==> config.mk <==
export PLATFORM = sky130hd
export DESIGN_NAME = taylor_sine_epsilon_unit
export DESIGN_NICKNAME = d
export VERILOG_FILES = /design/src/tse_pkg.sv /design/src/tse_seq.sv /design/src/taylor_sine_epsilon_unit.sv
export VERILOG_INCLUDE_DIRS = /design/src /design/src/src
export SDC_FILE = /design/constraint.sdc
export NUM_CORES = 2
export LEC_CHECK = 0
export BUFFER_PORTS_ARGS = -buffer_cell sky130_fd_sc_hd__buf_4
export CORE_MARGIN = 4
export CORE_UTILIZATION = 60
export CTS_BUF_LIST = sky130_fd_sc_hd__clkbuf_8 sky130_fd_sc_hd__clkbuf_16
export CTS_CLUSTER_DIAMETER = 50
export DETAILED_ROUTE_END_ITERATION = 10
export PLACE_DENSITY_LB_ADDON = 0.25
export SYNTH_ARGS = -nofsm -noshare
export SYNTH_HDL_FRONTEND = slang
export SYNTH_SLANG_ARGS = --single-unit
==> constraint.sdc <==
create_clock -name clk -period 26 [get_ports clk]
set_input_delay 0 -clock clk [delete_from_list [all_inputs] [get_ports clk]]
set_output_delay 0 -clock clk [all_outputs]
set_load 0.1 [all_outputs]
==> src/taylor_sine_epsilon_unit_defines.svh <==
// ----------------------------------------------------------------------------
// Taylor sine unit assertion macros
// Shared concurrent assertion forms; the clock is clk and the reset is rst_n.
// ----------------------------------------------------------------------------
`ifndef TAYLOR_SINE_EPSILON_UNIT_DEFINES_SVH
`define TAYLOR_SINE_EPSILON_UNIT_DEFINES_SVH

// same-cycle implication
`define TSE_ASSERT_IMPL(name, ante, cons, msg) \
  name: assert property (@(posedge clk) disable iff (!rst_n) (ante) |-> (cons)) \
    else $error(msg);

// next-cycle implication
`define TSE_ASSERT_NEXT(name, ante, cons, msg) \
  name: assert property (@(posedge clk) disable iff (!rst_n) (ante) |=> (cons)) \
    else $error(msg);

`endif

==> src/tse_pkg.sv <==
// ----------------------------------------------------------------------------
// Taylor sine unit package
// Widths, microcode word layout and the microcode program.
// ----------------------------------------------------------------------------
package tse_pkg;

  localparam int FracBits = 27;
  localparam int MaxTerms = 32;

  localparam int AngleW = 31;
  localparam int EpsW   = 28;
  localparam int SineW  = 32;
  localparam int TermsW = 6;

  // |angle| <= 2^(AngleW-1)
  localparam int AbsW  = AngleW;
  localparam int X2W   = 2 * (AbsW - 1) - FracBits + 1;
  localparam int TermW = 63;
  localparam int SumW  = 64;

  localparam int MulAW = 32;
  localparam int MulBW = (X2W > AbsW) ? X2W : AbsW;
  localparam int MulPW = MulAW + MulBW;
  localparam int ProdW = TermW + X2W;

  localparam int DivBits  = 8;
  localparam int DivSteps = (TermW + DivBits - 1) / DivBits;
  localparam int DivW     = DivSteps * DivBits;
  localparam int DcW      = $clog2(DivSteps);

  localparam logic [TermW-1:0] TermCap = {1'b1, {(TermW-1){1'b0}}};

  localparam int PcW = 4;

  typedef enum logic [3:0] {
    OP_LOAD = 4'd0,
    OP_SQR  = 4'd1,
    OP_X2   = 4'd2,
    OP_TEST = 4'd3,
    OP_MLO  = 4'd4,
    OP_MHI  = 4'd5,
    OP_QUOT = 4'd6,
    OP_DIV  = 4'd7,
    OP_ACC  = 4'd8,
    OP_EMIT = 4'd9,
    OP_NOP  = 4'd10
  } op_t;

  typedef enum logic [2:0] {
    JMP_NEVER    = 3'd0,
    JMP_ALWAYS   = 3'd1,
    JMP_NO_REQ   = 3'd2,
    JMP_STOP     = 3'd3,
    JMP_DIV_BUSY = 3'd4,
    JMP_OUT_BUSY = 3'd5
  } jmp_t;

  typedef struct packed {
    op_t            op;
    jmp_t           jmp;
    logic [PcW-1:0] target;
  } uword_t;

  typedef struct packed {
    logic no_req;
    logic stop;
    logic div_busy;
    logic out_busy;
  } flags_t;

  localparam logic [PcW-1:0] PcIdle = 4'd0;
  localparam logic [PcW-1:0] PcSqr  = 4'd1;
  localparam logic [PcW-1:0] PcX2   = 4'd2;
  localparam logic [PcW-1:0] PcTest = 4'd3;
  localparam logic [PcW-1:0] PcMlo  = 4'd4;
  localparam logic [PcW-1:0] PcMhi  = 4'd5;
  localparam logic [PcW-1:0] PcQuot = 4'd6;
  localparam logic [PcW-1:0] PcDiv  = 4'd7;
  localparam logic [PcW-1:0] PcAcc  = 4'd8;
  localparam logic [PcW-1:0] PcEmit = 4'd9;
  localparam logic [PcW-1:0] PcRet  = 4'd10;

  function automatic uword_t ucode(input logic [PcW-1:0] pc);
    uword_t w;
    case (pc)
      PcIdle:  w = '{op: OP_LOAD, jmp: JMP_NO_REQ,   target: PcIdle};
      PcSqr:   w = '{op: OP_SQR,  jmp: JMP_NEVER,    target: PcIdle};
      PcX2:    w = '{op: OP_X2,   jmp: JMP_NEVER,    target: PcIdle};
      PcTest:  w = '{op: OP_TEST, jmp: JMP_STOP,     target: PcEmit};
      PcMlo:   w = '{op: OP_MLO,  jmp: JMP_NEVER,    target: PcIdle};
      PcMhi:   w = '{op: OP_MHI,  jmp: JMP_NEVER,    target: PcIdle};
      PcQuot:  w = '{op: OP_QUOT, jmp: JMP_NEVER,    target: PcIdle};
      PcDiv:   w = '{op: OP_DIV,  jmp: JMP_DIV_BUSY, target: PcDiv};
      PcAcc:   w = '{op: OP_ACC,  jmp: JMP_ALWAYS,   target: PcTest};
      PcEmit:  w = '{op: OP_EMIT, jmp: JMP_OUT_BUSY, target: PcEmit};
      PcRet:   w = '{op: OP_NOP,  jmp: JMP_ALWAYS,   target: PcIdle};
      default: w = '{op: OP_NOP,  jmp: JMP_ALWAYS,   target: PcIdle};
    endcase
    return w;
  endfunction

endpackage

==> src/tse_seq.sv <==
// ----------------------------------------------------------------------------
// Taylor sine microsequencer
// Step counter over the microcode ROM with conditional jumps.
// ----------------------------------------------------------------------------
module tse_seq (
  input  logic            clk,
  input  logic            rst_n,
  input  tse_pkg::flags_t flags,
  output tse_pkg::uword_t uw
);
  import tse_pkg::*;

  logic [PcW-1:0] pc_r;
  logic [PcW-1:0] pc_nxt;
  logic           take;

  assign uw = ucode(pc_r);

  always_comb begin
    case (uw.jmp)
      JMP_NEVER:    take = 1'b0;
      JMP_ALWAYS:   take = 1'b1;
      JMP_NO_REQ:   take = flags.no_req;
      JMP_STOP:     take = flags.stop;
      JMP_DIV_BUSY: take = flags.div_busy;
      JMP_OUT_BUSY: take = flags.out_busy;
      default:      take = 1'b1;
    endcase
    pc_nxt = take ? uw.target : pc_r + PcW'(1);
  end

  always_ff @(posedge clk) begin
    if (!rst_n) begin
      pc_r <= PcIdle;
    end else begin
      pc_r <= pc_nxt;
    end
  end

endmodule

==> src/taylor_sine_epsilon_unit.sv <==
// ----------------------------------------------------------------------------
// Taylor sine unit
// Adaptive-length Taylor series for sin(x) in fixed point, microcoded.
// ----------------------------------------------------------------------------
// Channel | Ports                                        | Direction
// in      | in_valid in_stall in_angle in_epsilon        | request in
// out     | out_valid out_stall out_sine out_terms_used  | result out
//         | out_not_converged                            |
//
// Each further term: test, two passes through the shared 32x34 multiplier,
// scale, eight steps of an 8-bit-per-cycle divider, sum/saturate.
// Synchronous active-low reset returns the sequencer to idle, no result pending.
// A stalled result holds the sequencer at the emit step; in_stall is low only
// at the idle step.
// ----------------------------------------------------------------------------
`include "taylor_sine_epsilon_unit_defines.svh"

module taylor_sine_epsilon_unit #(
  parameter int MAX_TERMS = tse_pkg::MaxTerms
) (
  input  logic                               clk,
  input  logic                               rst_n,
  input  logic                               in_valid,
  output logic                               in_stall,
  input  logic signed [tse_pkg::AngleW-1:0]  in_angle,
  input  logic        [tse_pkg::EpsW-1:0]    in_epsilon,
  output logic                               out_valid,
  input  logic                               out_stall,
  output logic signed [tse_pkg::SineW-1:0]   out_sine,
  output logic        [tse_pkg::TermsW-1:0]  out_terms_used,
  output logic                               out_not_converged
);
  import tse_pkg::*;

  localparam int NW   = $clog2(MAX_TERMS + 1);
  localparam int DvsW = 2 * NW + 2;

  localparam logic signed [SumW-1:0] SumCap  = signed'(SumW'(TermCap));
  localparam logic signed [SumW-1:0] SineMax = signed'(SumW'({1'b0, {(SineW-1){1'b1}}}));
  localparam logic signed [SumW-1:0] SineMin = -SineMax - SumW'(1);

  uword_t uw;
  flags_t flags;

  logic                   xneg_r;
  logic [AbsW-1:0]        ax_r;
  logic [EpsW-1:0]        eps_r;
  logic [X2W-1:0]         x2_r;
  logic [TermW-1:0]       t_r;
  logic [NW-1:0]          n_r;
  logic signed [SumW-1:0] sum_r;
  logic [MulPW-1:0]       mp_r;
  logic [ProdW-1:0]       acc_r;
  logic [DivW-1:0]        dq_r;
  logic [DvsW-1:0]        rem_r;
  logic [DvsW-1:0]        dvs_r;
  logic [DcW-1:0]         dcnt_r;

  logic                   out_valid_r;
  logic signed [SineW-1:0] out_sine_r;
  logic [TermsW-1:0]      out_terms_r;
  logic                   out_nc_r;

  logic                   accept;
  logic                   out_busy;
  logic                   out_load;
  logic [AngleW:0]        neg_ext;
  logic [AbsW-1:0]        ax_c;
  logic [MulAW-1:0]       mul_a;
  logic [MulBW-1:0]       mul_b;
  logic [MulPW-1:0]       mul_p;
  logic [ProdW-1:0]       psum;
  logic [ProdW-1:0]       psh;
  logic [TermW-1:0]       q_c;
  logic [DivW-1:0]        dq_c;
  logic [DvsW:0]          rem_c;
  logic [DvsW-1:0]        dvs_c;
  logic signed [SumW-1:0] tv;
  logic signed [SumW-1:0] s2;
  logic signed [SumW-1:0] sum_c;
  logic signed [SumW-1:0] sine_c;
  logic                   t_big;

  tse_seq u_seq (
    .clk   (clk),
    .rst_n (rst_n),
    .flags (flags),
    .uw    (uw)
  );

  assign in_stall = (uw.op != OP_LOAD);
  assign accept   = in_valid && !in_stall;
  assign out_busy = out_valid_r && out_stall;
  assign out_load = (uw.op == OP_EMIT) && !out_busy;
  assign t_big    = t_r > TermW'(eps_r);

  assign flags.no_req   = !in_valid;
  assign flags.stop     = !(t_big && (n_r < NW'(MAX_TERMS)));
  assign flags.div_busy = dcnt_r != DcW'(DivSteps - 1);
  assign flags.out_busy = out_busy;

  // magnitude of the request angle
  assign neg_ext = -{in_angle[AngleW-1], in_angle};
  assign ax_c    = in_angle[AngleW-1] ? neg_ext[AbsW-1:0] : $unsigned(in_angle);

  // shared multiplier
  always_comb begin
    case (uw.op)
      OP_SQR: begin
        mul_a = MulAW'(ax_r);
        mul_b = MulBW'(ax_r);
      end
      OP_MLO: begin
        mul_a = t_r[MulAW-1:0];
        mul_b = MulBW'(x2_r);
      end
      default: begin
        mul_a = MulAW'(t_r[TermW-1:MulAW]);
        mul_b = MulBW'(x2_r);
      end
    endcase
  end
  assign mul_p = mul_a * mul_b;

  // product assembly, scaling and cap
  always_comb begin
    psum  = acc_r + (ProdW'(mp_r) << MulAW);
    psh   = psum >> FracBits;
    q_c   = (psh > ProdW'(TermCap)) ? TermCap : psh[TermW-1:0];
    dvs_c = DvsW'({n_r, 1'b0}) * DvsW'({n_r, 1'b1});
  end

  // restoring divider, DivBits quotient bits per cycle
  always_comb begin
    dq_c  = dq_r;
    rem_c = {1'b0, rem_r};
    for (int j = 0; j < DivBits; j++) begin
      rem_c = {rem_c[DvsW-1:0], dq_c[DivW-1]};
      dq_c  = {dq_c[DivW-2:0], 1'b0};
      if (rem_c >= {1'b0, dvs_r}) begin
        rem_c   = rem_c - {1'b0, dvs_r};
        dq_c[0] = 1'b1;
      end
    end
  end

  // signed accumulate with saturation; term n+1 takes the opposite sign to the angle when n is odd
  always_comb begin
    tv = signed'(SumW'(dq_r[TermW-1:0]));
    s2 = (xneg_r ^ n_r[0]) ? sum_r - tv : sum_r + tv;
    if (s2 > SumCap) begin
      sum_c = SumCap;
    end else if (s2 < -SumCap) begin
      sum_c = -SumCap;
    end else begin
      sum_c = s2;
    end
    if (sum_r > SineMax) begin
      sine_c = SineMax;
    end else if (sum_r < SineMin) begin
      sine_c = SineMin;
    end else begin
      sine_c = sum_r;
    end
  end

  always_ff @(posedge clk) begin
    if (!rst_n) begin
      n_r    <= '0;
      dcnt_r <= '0;
    end else begin
      case (uw.op)
        OP_LOAD: begin
          if (accept) begin
            n_r <= NW'(1);
          end
        end
        OP_QUOT: dcnt_r <= '0;
        OP_DIV:  dcnt_r <= dcnt_r + DcW'(1);
        OP_ACC:  n_r <= n_r + NW'(1);
        default: ;
      endcase
    end
  end

  always_ff @(posedge clk) begin
    case (uw.op)
      OP_LOAD: begin
        if (accept) begin
          xneg_r <= in_angle[AngleW-1];
          ax_r   <= ax_c;
          eps_r  <= in_epsilon;
          t_r    <= TermW'(ax_c);
          sum_r  <= in_angle[AngleW-1] ? -signed'(SumW'(ax_c)) : signed'(SumW'(ax_c));
        end
      end
      OP_SQR: mp_r <= mul_p;
      OP_X2:  x2_r <= mp_r[FracBits +: X2W];
      OP_MLO: mp_r <= mul_p;
      OP_MHI: begin
        acc_r <= ProdW'(mp_r);
        mp_r  <= mul_p;
      end
      OP_QUOT: begin
        dq_r  <= DivW'(q_c);
        rem_r <= '0;
        dvs_r <= dvs_c;
      end
      OP_DIV: begin
        dq_r  <= dq_c;
        rem_r <= rem_c[DvsW-1:0];
      end
      OP_ACC: begin
        t_r   <= dq_r[TermW-1:0];
        sum_r <= sum_c;
      end
      default: ;
    endcase
  end

  // result register
  always_ff @(posedge clk) begin
    if (!rst_n) begin
      out_valid_r <= 1'b0;
    end else if (out_load) begin
      out_valid_r <= 1'b1;
    end else if (out_valid_r && !out_stall) begin
      out_valid_r <= 1'b0;
    end
  end

  always_ff @(posedge clk) begin
    if (out_load) begin
      out_sine_r  <= sine_c[SineW-1:0];
      out_terms_r <= TermsW'(n_r);
      out_nc_r    <= t_big;
    end
  end

  assign out_valid         = out_valid_r;
  assign out_sine          = out_sine_r;
  assign out_terms_used    = out_terms_r;
  assign out_not_converged = out_nc_r;

  `TSE_ASSERT_NEXT(a_accept_starts, accept, uw.op == OP_SQR, "request did not start squaring")
  `TSE_ASSERT_IMPL(a_rem_below_dvs, uw.op == OP_DIV, rem_r < dvs_r, "divider remainder overrun")
  `TSE_ASSERT_IMPL(a_out_from_emit, $rose(out_valid_r), $past(uw.op == OP_EMIT), "result without emit")
  `TSE_ASSERT_IMPL(a_term_limit, uw.op == OP_ACC, n_r < NW'(MAX_TERMS), "term count past limit")

endmodule

Word-level counts from Yosys, hierarchy flattened
Memory sizes are Yosys's and may differ from the RTL's. A register that Yosys moved wholly into a read port is not among the register bits.
Index checks and enable logic that the tools add are counted.
{ "word_totals": {"ff_bits": 497, "latchBits": 0, "ram_bits": 0, "mem_bits_ro": 176, "elab_cells": 125, "n_memories": 1} }
{ "classes": {"addsub": 16, "n_mul": 2, "div_mod_pow": 0, "order_cmp": 15, "n_eq_ne": 14, "shifts": 0, "n_mux": 39, "bitwise_logic": 1, "n_reduce_logical": 19} }
{ "mem_list": {"columns": ["memory", "depth", "word_bits", "rd", "rd_ports_with_merged_regs", "write_ports", "line_no", "text"], "rows": [
  ["(no name shown)", 16, 11, 1, 1, 0, "tse_pkg.sv:85", "case (pc)"]
]} }
{ "ops": {"columns": ["cell", "n"], "rows": [
  ["two-way mux 64 bit", 5],
  ["case mux 64 bit (2 select lines)", 2],
  ["two-way mux 63 bit", 2],
  ["case mux 63 bit (2 select lines)", 1],
  [">= comparator 15 x 14 -> 1 bit", 8],
  ["two-way mux 14 bit", 8],
  ["subtractor 14 bit", 8],
  ["adder 66 x 97 -> 97 bit", 1],
  ["greater-than comparator 70 x 63 -> 1 bit (second input constant)", 1],
  ["multiplier 32 x 34 -> 66 bit", 1],
  ["adder 64 bit", 1],
  ["greater-than comparator 64 x 32 -> 1 bit (second input constant)", 1],
  ["greater-than comparator 64 bit (second input constant)", 1],
  ["< comparator 64 x 32 -> 1 bit (second input constant)", 1],
  ["< comparator 64 x 63 -> 1 bit (second input constant)", 1],
  ["negation 31 -> 64 bit", 1],
  ["case mux 32 bit (2 select lines)", 1],
  ["subtractor 64 bit", 1],
  ["greater-than comparator 63 x 28 -> 1 bit", 1],
  ["two-way mux 34 bit", 1],
  ["two-way mux 32 bit", 1],
  ["two-way mux 31 bit", 1],
  ["negation 31 bit", 1],
  ["case mux 14 bit (2 select lines)", 1],
  ["other kinds (28)", 55]
]} }

Longest topological paths before layout
{ "depth": {"word_depth": 17, "depth_mapped": 105, "mapped_depth_nobuf": 94} }

Cells and area by module
Synthesis repeated with hierarchy kept, for this count alone.
{ "unflattened": {"hier_cells": 7629, "hier_area_um2": 69240.2} }
{ "modules_own_cells": {"columns": ["mod", "n_inst", "cells_each", "area_per_inst_um2", "seq_area_each_um2"], "rows": [
  ["taylor_sine_epsilon_unit", 1, 7554, 68499.4, 13893.3],
  ["tse_seq", 1, 75, 740.7, 300.3]
]} }

Worst setup path after synthesis
OpenSTA, ideal clock, no wires.
{ "synth_path": {"path_kind": "reg-to-reg", "start": "reg dvs_r[2]", "end": "reg rem_r[8], data pin", "setup_time_ns": 0.254, "arrival_time_ns": 19.538, "t_required_ns": 25.746, "path_slack_ns": 6.208, "stages_incl_launch_ff": 102, "path_cell_list": "edfxtp_1 inv_1 ha_1 nand4bb_1 nor4_1 o31ai_1 o21a_1 buf_6 clkbuf_1 a211oi_1 a21o_1 ha_1 a21oi_1 a21oi_1 o31a_1 nor2_1 a31oi_1 or2_2 [66 not listed] fa_1 a21o_1 a21oi_1 o21bai_1 a21oi_1 o21bai_1 a21oi_1 o21bai_1 a21oi_1 o21bai_1 a21oi_1 o41ai_1 a21o_1 a41o_1 buf_6 buf_8 nand3_1 o21ai_2"} }
{ "synth_between": {"elab_chain_len": 17, "elab_cells_between_ends": 25, "classes_between": "8 x add/sub; 8 x order compare; 9 x mux"} }
{ "synth_rtl": {"columns": ["item", "line_no", "text"], "rows": [
  ["start, declared", "taylor_sine_epsilon_unit.sv:56", "logic [DvsW-1:0] dvs_r;"],
  ["start signal, assigned", "taylor_sine_epsilon_unit.sv:207", "dvs_r <= dvs_c;"],
  ["subtractor 14 bit / >= comparator 15 x 14 -> 1 bit (equally long branches)", "taylor_sine_epsilon_unit.sv:141, taylor_sine_epsilon_unit.sv:140", null],
  ["two-way mux 14 bit", "taylor_sine_epsilon_unit.sv:140", "if (rem_c >= {1'b0, dvs_r}) begin"],
  ["subtractor 14 bit / >= comparator 15 x 14 -> 1 bit (equally long branches)", "taylor_sine_epsilon_unit.sv:141, taylor_sine_epsilon_unit.sv:140", null],
  ["two-way mux 14 bit", "taylor_sine_epsilon_unit.sv:140", null],
  ["subtractor 14 bit / >= comparator 15 x 14 -> 1 bit (equally long branches)", "taylor_sine_epsilon_unit.sv:141, taylor_sine_epsilon_unit.sv:140", null],
  ["two-way mux 14 bit", "taylor_sine_epsilon_unit.sv:140", null],
  [">= comparator 15 x 14 -> 1 bit / subtractor 14 bit (equally long branches)", "taylor_sine_epsilon_unit.sv:140, taylor_sine_epsilon_unit.sv:141", null],
  ["two-way mux 14 bit", "taylor_sine_epsilon_unit.sv:140", null],
  ["subtractor 14 bit / >= comparator 15 x 14 -> 1 bit (equally long branches)", "taylor_sine_epsilon_unit.sv:141, taylor_sine_epsilon_unit.sv:140", null],
  ["two-way mux 14 bit", "taylor_sine_epsilon_unit.sv:140", null],
  ["subtractor 14 bit / >= comparator 15 x 14 -> 1 bit (equally long branches)", "taylor_sine_epsilon_unit.sv:141, taylor_sine_epsilon_unit.sv:140", null],
  ["two-way mux 14 bit", "taylor_sine_epsilon_unit.sv:140", null],
  ["subtractor 14 bit / >= comparator 15 x 14 -> 1 bit (equally long branches)", "taylor_sine_epsilon_unit.sv:141, taylor_sine_epsilon_unit.sv:140", null],
  ["two-way mux 14 bit", "taylor_sine_epsilon_unit.sv:140", null],
  ["subtractor 14 bit / >= comparator 15 x 14 -> 1 bit (equally long branches)", "taylor_sine_epsilon_unit.sv:141, taylor_sine_epsilon_unit.sv:140", null],
  ["two-way mux 14 bit (*)", "taylor_sine_epsilon_unit.sv:140", null],
  ["case mux 14 bit (2 select lines) (*)", "taylor_sine_epsilon_unit.sv:187", "case (uw.op)"],
  ["end signal, assigned", "taylor_sine_epsilon_unit.sv:211", "rem_r <= rem_c[DvsW-1:0];"],
  ["end, declared", "taylor_sine_epsilon_unit.sv:55", "logic [DvsW-1:0] rem_r;"]
]} }
Mark *: on every way between the ends. The rest lies on a longest branch, timed or not.
A chain may end at the register's enable or synchronous reset.

Final worst setup path
{ "layout_path": {"start": "reg dvs_r[2]", "end": "reg rem_r[1], data pin"} }
{ "layout_between": {"elab_chain_len": 17, "elab_cells_between_ends": 25, "classes_between": "8 x add/sub; 8 x order compare; 9 x mux"} }
{ "layout_rtl": {"columns": ["item", "line_no"], "rows": [
  ["subtractor 14 bit / >= comparator 15 x 14 -> 1 bit (equally long branches)", "taylor_sine_epsilon_unit.sv:141, taylor_sine_epsilon_unit.sv:140"],
  ["two-way mux 14 bit", "taylor_sine_epsilon_unit.sv:140"],
  ["subtractor 14 bit / >= comparator 15 x 14 -> 1 bit (equally long branches)", "taylor_sine_epsilon_unit.sv:141, taylor_sine_epsilon_unit.sv:140"],
  ["two-way mux 14 bit", "taylor_sine_epsilon_unit.sv:140"],
  ["subtractor 14 bit / >= comparator 15 x 14 -> 1 bit (equally long branches)", "taylor_sine_epsilon_unit.sv:141, taylor_sine_epsilon_unit.sv:140"],
  ["two-way mux 14 bit", "taylor_sine_epsilon_unit.sv:140"],
  ["subtractor 14 bit / >= comparator 15 x 14 -> 1 bit (equally long branches)", "taylor_sine_epsilon_unit.sv:141, taylor_sine_epsilon_unit.sv:140"],
  ["two-way mux 14 bit", "taylor_sine_epsilon_unit.sv:140"],
  ["subtractor 14 bit / >= comparator 15 x 14 -> 1 bit (equally long branches)", "taylor_sine_epsilon_unit.sv:141, taylor_sine_epsilon_unit.sv:140"],
  ["two-way mux 14 bit", "taylor_sine_epsilon_unit.sv:140"],
  ["subtractor 14 bit / >= comparator 15 x 14 -> 1 bit (equally long branches)", "taylor_sine_epsilon_unit.sv:141, taylor_sine_epsilon_unit.sv:140"],
  ["two-way mux 14 bit", "taylor_sine_epsilon_unit.sv:140"],
  [">= comparator 15 x 14 -> 1 bit / subtractor 14 bit (equally long branches)", "taylor_sine_epsilon_unit.sv:140, taylor_sine_epsilon_unit.sv:141"],
  ["two-way mux 14 bit", "taylor_sine_epsilon_unit.sv:140"],
  ["subtractor 14 bit / >= comparator 15 x 14 -> 1 bit (equally long branches)", "taylor_sine_epsilon_unit.sv:141, taylor_sine_epsilon_unit.sv:140"],
  ["two-way mux 14 bit (*)", "taylor_sine_epsilon_unit.sv:140"],
  ["case mux 14 bit (2 select lines) (*)", "taylor_sine_epsilon_unit.sv:187"]
]} }
Marked as above.

==> out/metrics.yaml <==
finish:
  layout.nets: 9127
  syn_to_final_growth_pct: 8.705
  drive_gt1_share_pct: 6.548
synthesis:
  yosys_warnings: 0
  synthesis.nets: 9044
  synth_seq_area_share_pct: 20.79
  synthArstFlopShare_pct: 0
  synth_xor_area_share_pct: 4.786
  yosys-top-cells-count: "inv_1, nand2_1, fa_1"
  synth_adder_area_share_pct: 38.25
  synthSimpleGateAreaFrac_pct: 15.16
  synth_cell_types: 81
  synth_top_area_cell: "fa_1"
  synth_cells: 7481
  synth_edf_count: 456
  yosys-top-cells-area: "fa_1, edfxtp_1, ha_1"
  yosysMostFrequentCell: "inv_1"
  yosysTopAreaCellShare_pct: 28.68
  synth-seq-cells: 481
  synth_compound_area_share_pct: 11.17
  synth_top_family_by_area: "adder cells"
  syn-cell-area_sq_um: 68260
  synthFlopType: "edfxtp_1"
  avgSynthCellArea_sq_um: 9.125
  synthMuxAreaShare_pct: 1.399
global_route:
  grt_pass1_wl_um: 351400
  antenna_found_initial: 6
  grt_usage_pct: 38.61
  overflow: 0
  grt_max_degree: 82
  grt_pass1_vias: 57740
sta:
  worst_slew_pin_slew_ns: 1.245
  clock.fmax_mhz: 42.17
  fin_tns_setup_ns: 0
  rsz0062_at_grt: "false"
  hold_violations: 0
  slew_violations: 0
  skew_ns: 0.03524
  period_share_pct: 91.21
  setup_viol: 0
  max_slew_margin_pct: 15.39
  fin_crit_ns: 23.71
clock_tree:
  ctsRootBufferMaster: "clkbuf_16"
  numCtsBuffers: 71
  clk_latency_ns: 0.64
  htree_levels: 3
  clockBufferDepth: 3
  cts_tree: "yes"
  cts.sinks: 481
  cts.clk_slew.worst_paths_ns: 0.06
setup_path:
  end_kind: "flip-flop"
  cp_slowest_cell: "o31ai_1"
  cp.required_ns: 26.47
  reg2reg_slack_ns: 2.29
  cp_max_fo: 26
  cp_slowest_stage_delay_ns: 0.69
  worst-path-buf-inv: 2
  critical_path_class: "flip-flop to flip-flop"
  regToRegStartpoint: "dvs_r[2]"
  arrival_ns: 24.18
  ff2ff_path_depth: 87
  critical_path.top_delay_family: "compound AO/OA/AOI/OAI gates"
  r2r_end: "rem_r[1]"
  timing.critical_path.from_type: "flip-flop"
min_path:
  hold_class: "primary input to flip-flop"
  hold_path_depth: 2
  hp-start: "in_epsilon[19]"
  whs_endpoint: "eps_r[19]"
floorplan:
  die_h_um: 345.3
  core_area_sq_um: 112700
  io_pins: 104
  start_util_pct: 60.59
  std_cell_rows: 123
  die_w_um: 345.3
  dieArea_sq_um: 119200
placement:
  dpl.hpwl_um: 174400
  place_congestion: 1.029
  port_buffers: 103
routing:
  route.detailed.drc: 0
  wirelength_um: 230300
  dr.pass1.iters: 7
  antenna_left: 0
  avgViaCountPerCell: 6.256
  via_count: 57120
  wl_per_cell_um: 25.22
  drt_iter0_drc: 6098
flow_run:
  max_cap_viol_count: 0
status:
  run_status: "completed"
[registers in the layout, indices dropped and copies added, names as in the netlist]
signal	count
t_r	63
dq_r	64
ax_r	31
sum_r	64
u_seq.uw	11
mp_r	66
out_valid	1
out_sine	32
out_not_converged	1
rem_r	14
xneg_r	1
n_r	6
out_terms_used	6
dcnt_r	3
dvs_r	13
eps_r	28
u_seq.pc_r	4
x2_r	34
acc_r	39
[metrics by stage]
stage	instance area [sq um]	setup WS, ns	std cells	hold WS (ns)	util (%)
after floorplan	68260	6.208	7481	0.09887	-
after detailed placement	71080	1.956	8921	0.1795	63.10
after global routing	74180	0.1195	9121	0.09452	65.85
after CTS	74170	1.830	9121	0.06582	65.84
after global placement	71060	2.210	8920	0.1785	63.08
final	74200	2.287	9131	0.09142	65.87
[area by class of cell]
cell class	instances	area [sq um]
Multi-Input combinational cell	5482	48620
Fill cell	9140	38450
Sequential cell	481	14190
Inverter	1214	4557
Timing Repair Buffer	314	2540
Tap cell	1500	1877
Clock buffer	73	1827
Clock inverter	57	561.8
Antenna cell	10	25.02
[routing by layer]
| metal | vias up | global-route usage [%] | routed length (um) |
|---|---|---|---|
| met5 | - | 0.3601 | 117 |
| met4 | 6 | 19.22 | 14640 |
| met3 | 857 | 11.44 | 30450 |
| met2 | 3609 | 57.60 | 99120 |
| met1 | 28020 | 51.66 | 85940 |
| li1 | 24630 | - | - |
[what timing repair did]
action	4_1_cts	5_1_grt
endpoints found under the setup margin	0	14
hold endpoints to repair	104	0
hold buffers	70	0
gates resized for setup	0	2
setup buffers	0	0
[cell families after synthesis]
group                    count (synthesis)
flip-flops                             481
AND/OR/NAND/NOR                       2352
AO/OA/AOI/OAI                         1170
multiplexers                            87
adder cells (fa/ha/maj)               1500
XOR/XNOR                               373
buffers and inverters                 1518
[how the worst max path moves through the flow]
| stage | to | from | cells past startpoint | slack, ns |
|---|---|---|---|---|
| floorplan | rem_r[8] | dvs_r[2] | 101 | 6.21 |
| global placement | rem_r[1] | dvs_r[2] | 88 | 2.21 |
| detailed placement | rem_r[1] | dvs_r[2] | 88 | 1.96 |
| CTS | rem_r[1] | dvs_r[2] | 87 | 1.83 |
| global route | rem_r[1] | dvs_r[2] | 90 | 0.12 |
| finish | rem_r[1] | dvs_r[2] | 87 | 2.29 |
[layout by cell type, fill, tap and decap left out, types with 64 or more instances in the layout]
master	count
inv_1	1221
nand2_1	1135
fa_1	978
nor2_1	559
ha_1	522
edfxtp_1	456
a21oi_1	318
xnor2_1	246
buf_4	243
o21ai_0	225
a21o_1	124
xor2_1	124
nand3_1	91
and3_1	86
nand2b_1	73
clkbuf_16	73
nor3_1	72
dlygate4sd3_1	70
nand4_1	64
Power is left out: the tool's default activity adds up to more than one toggle a clock period on the data nets, which glitch-free logic cannot reach.
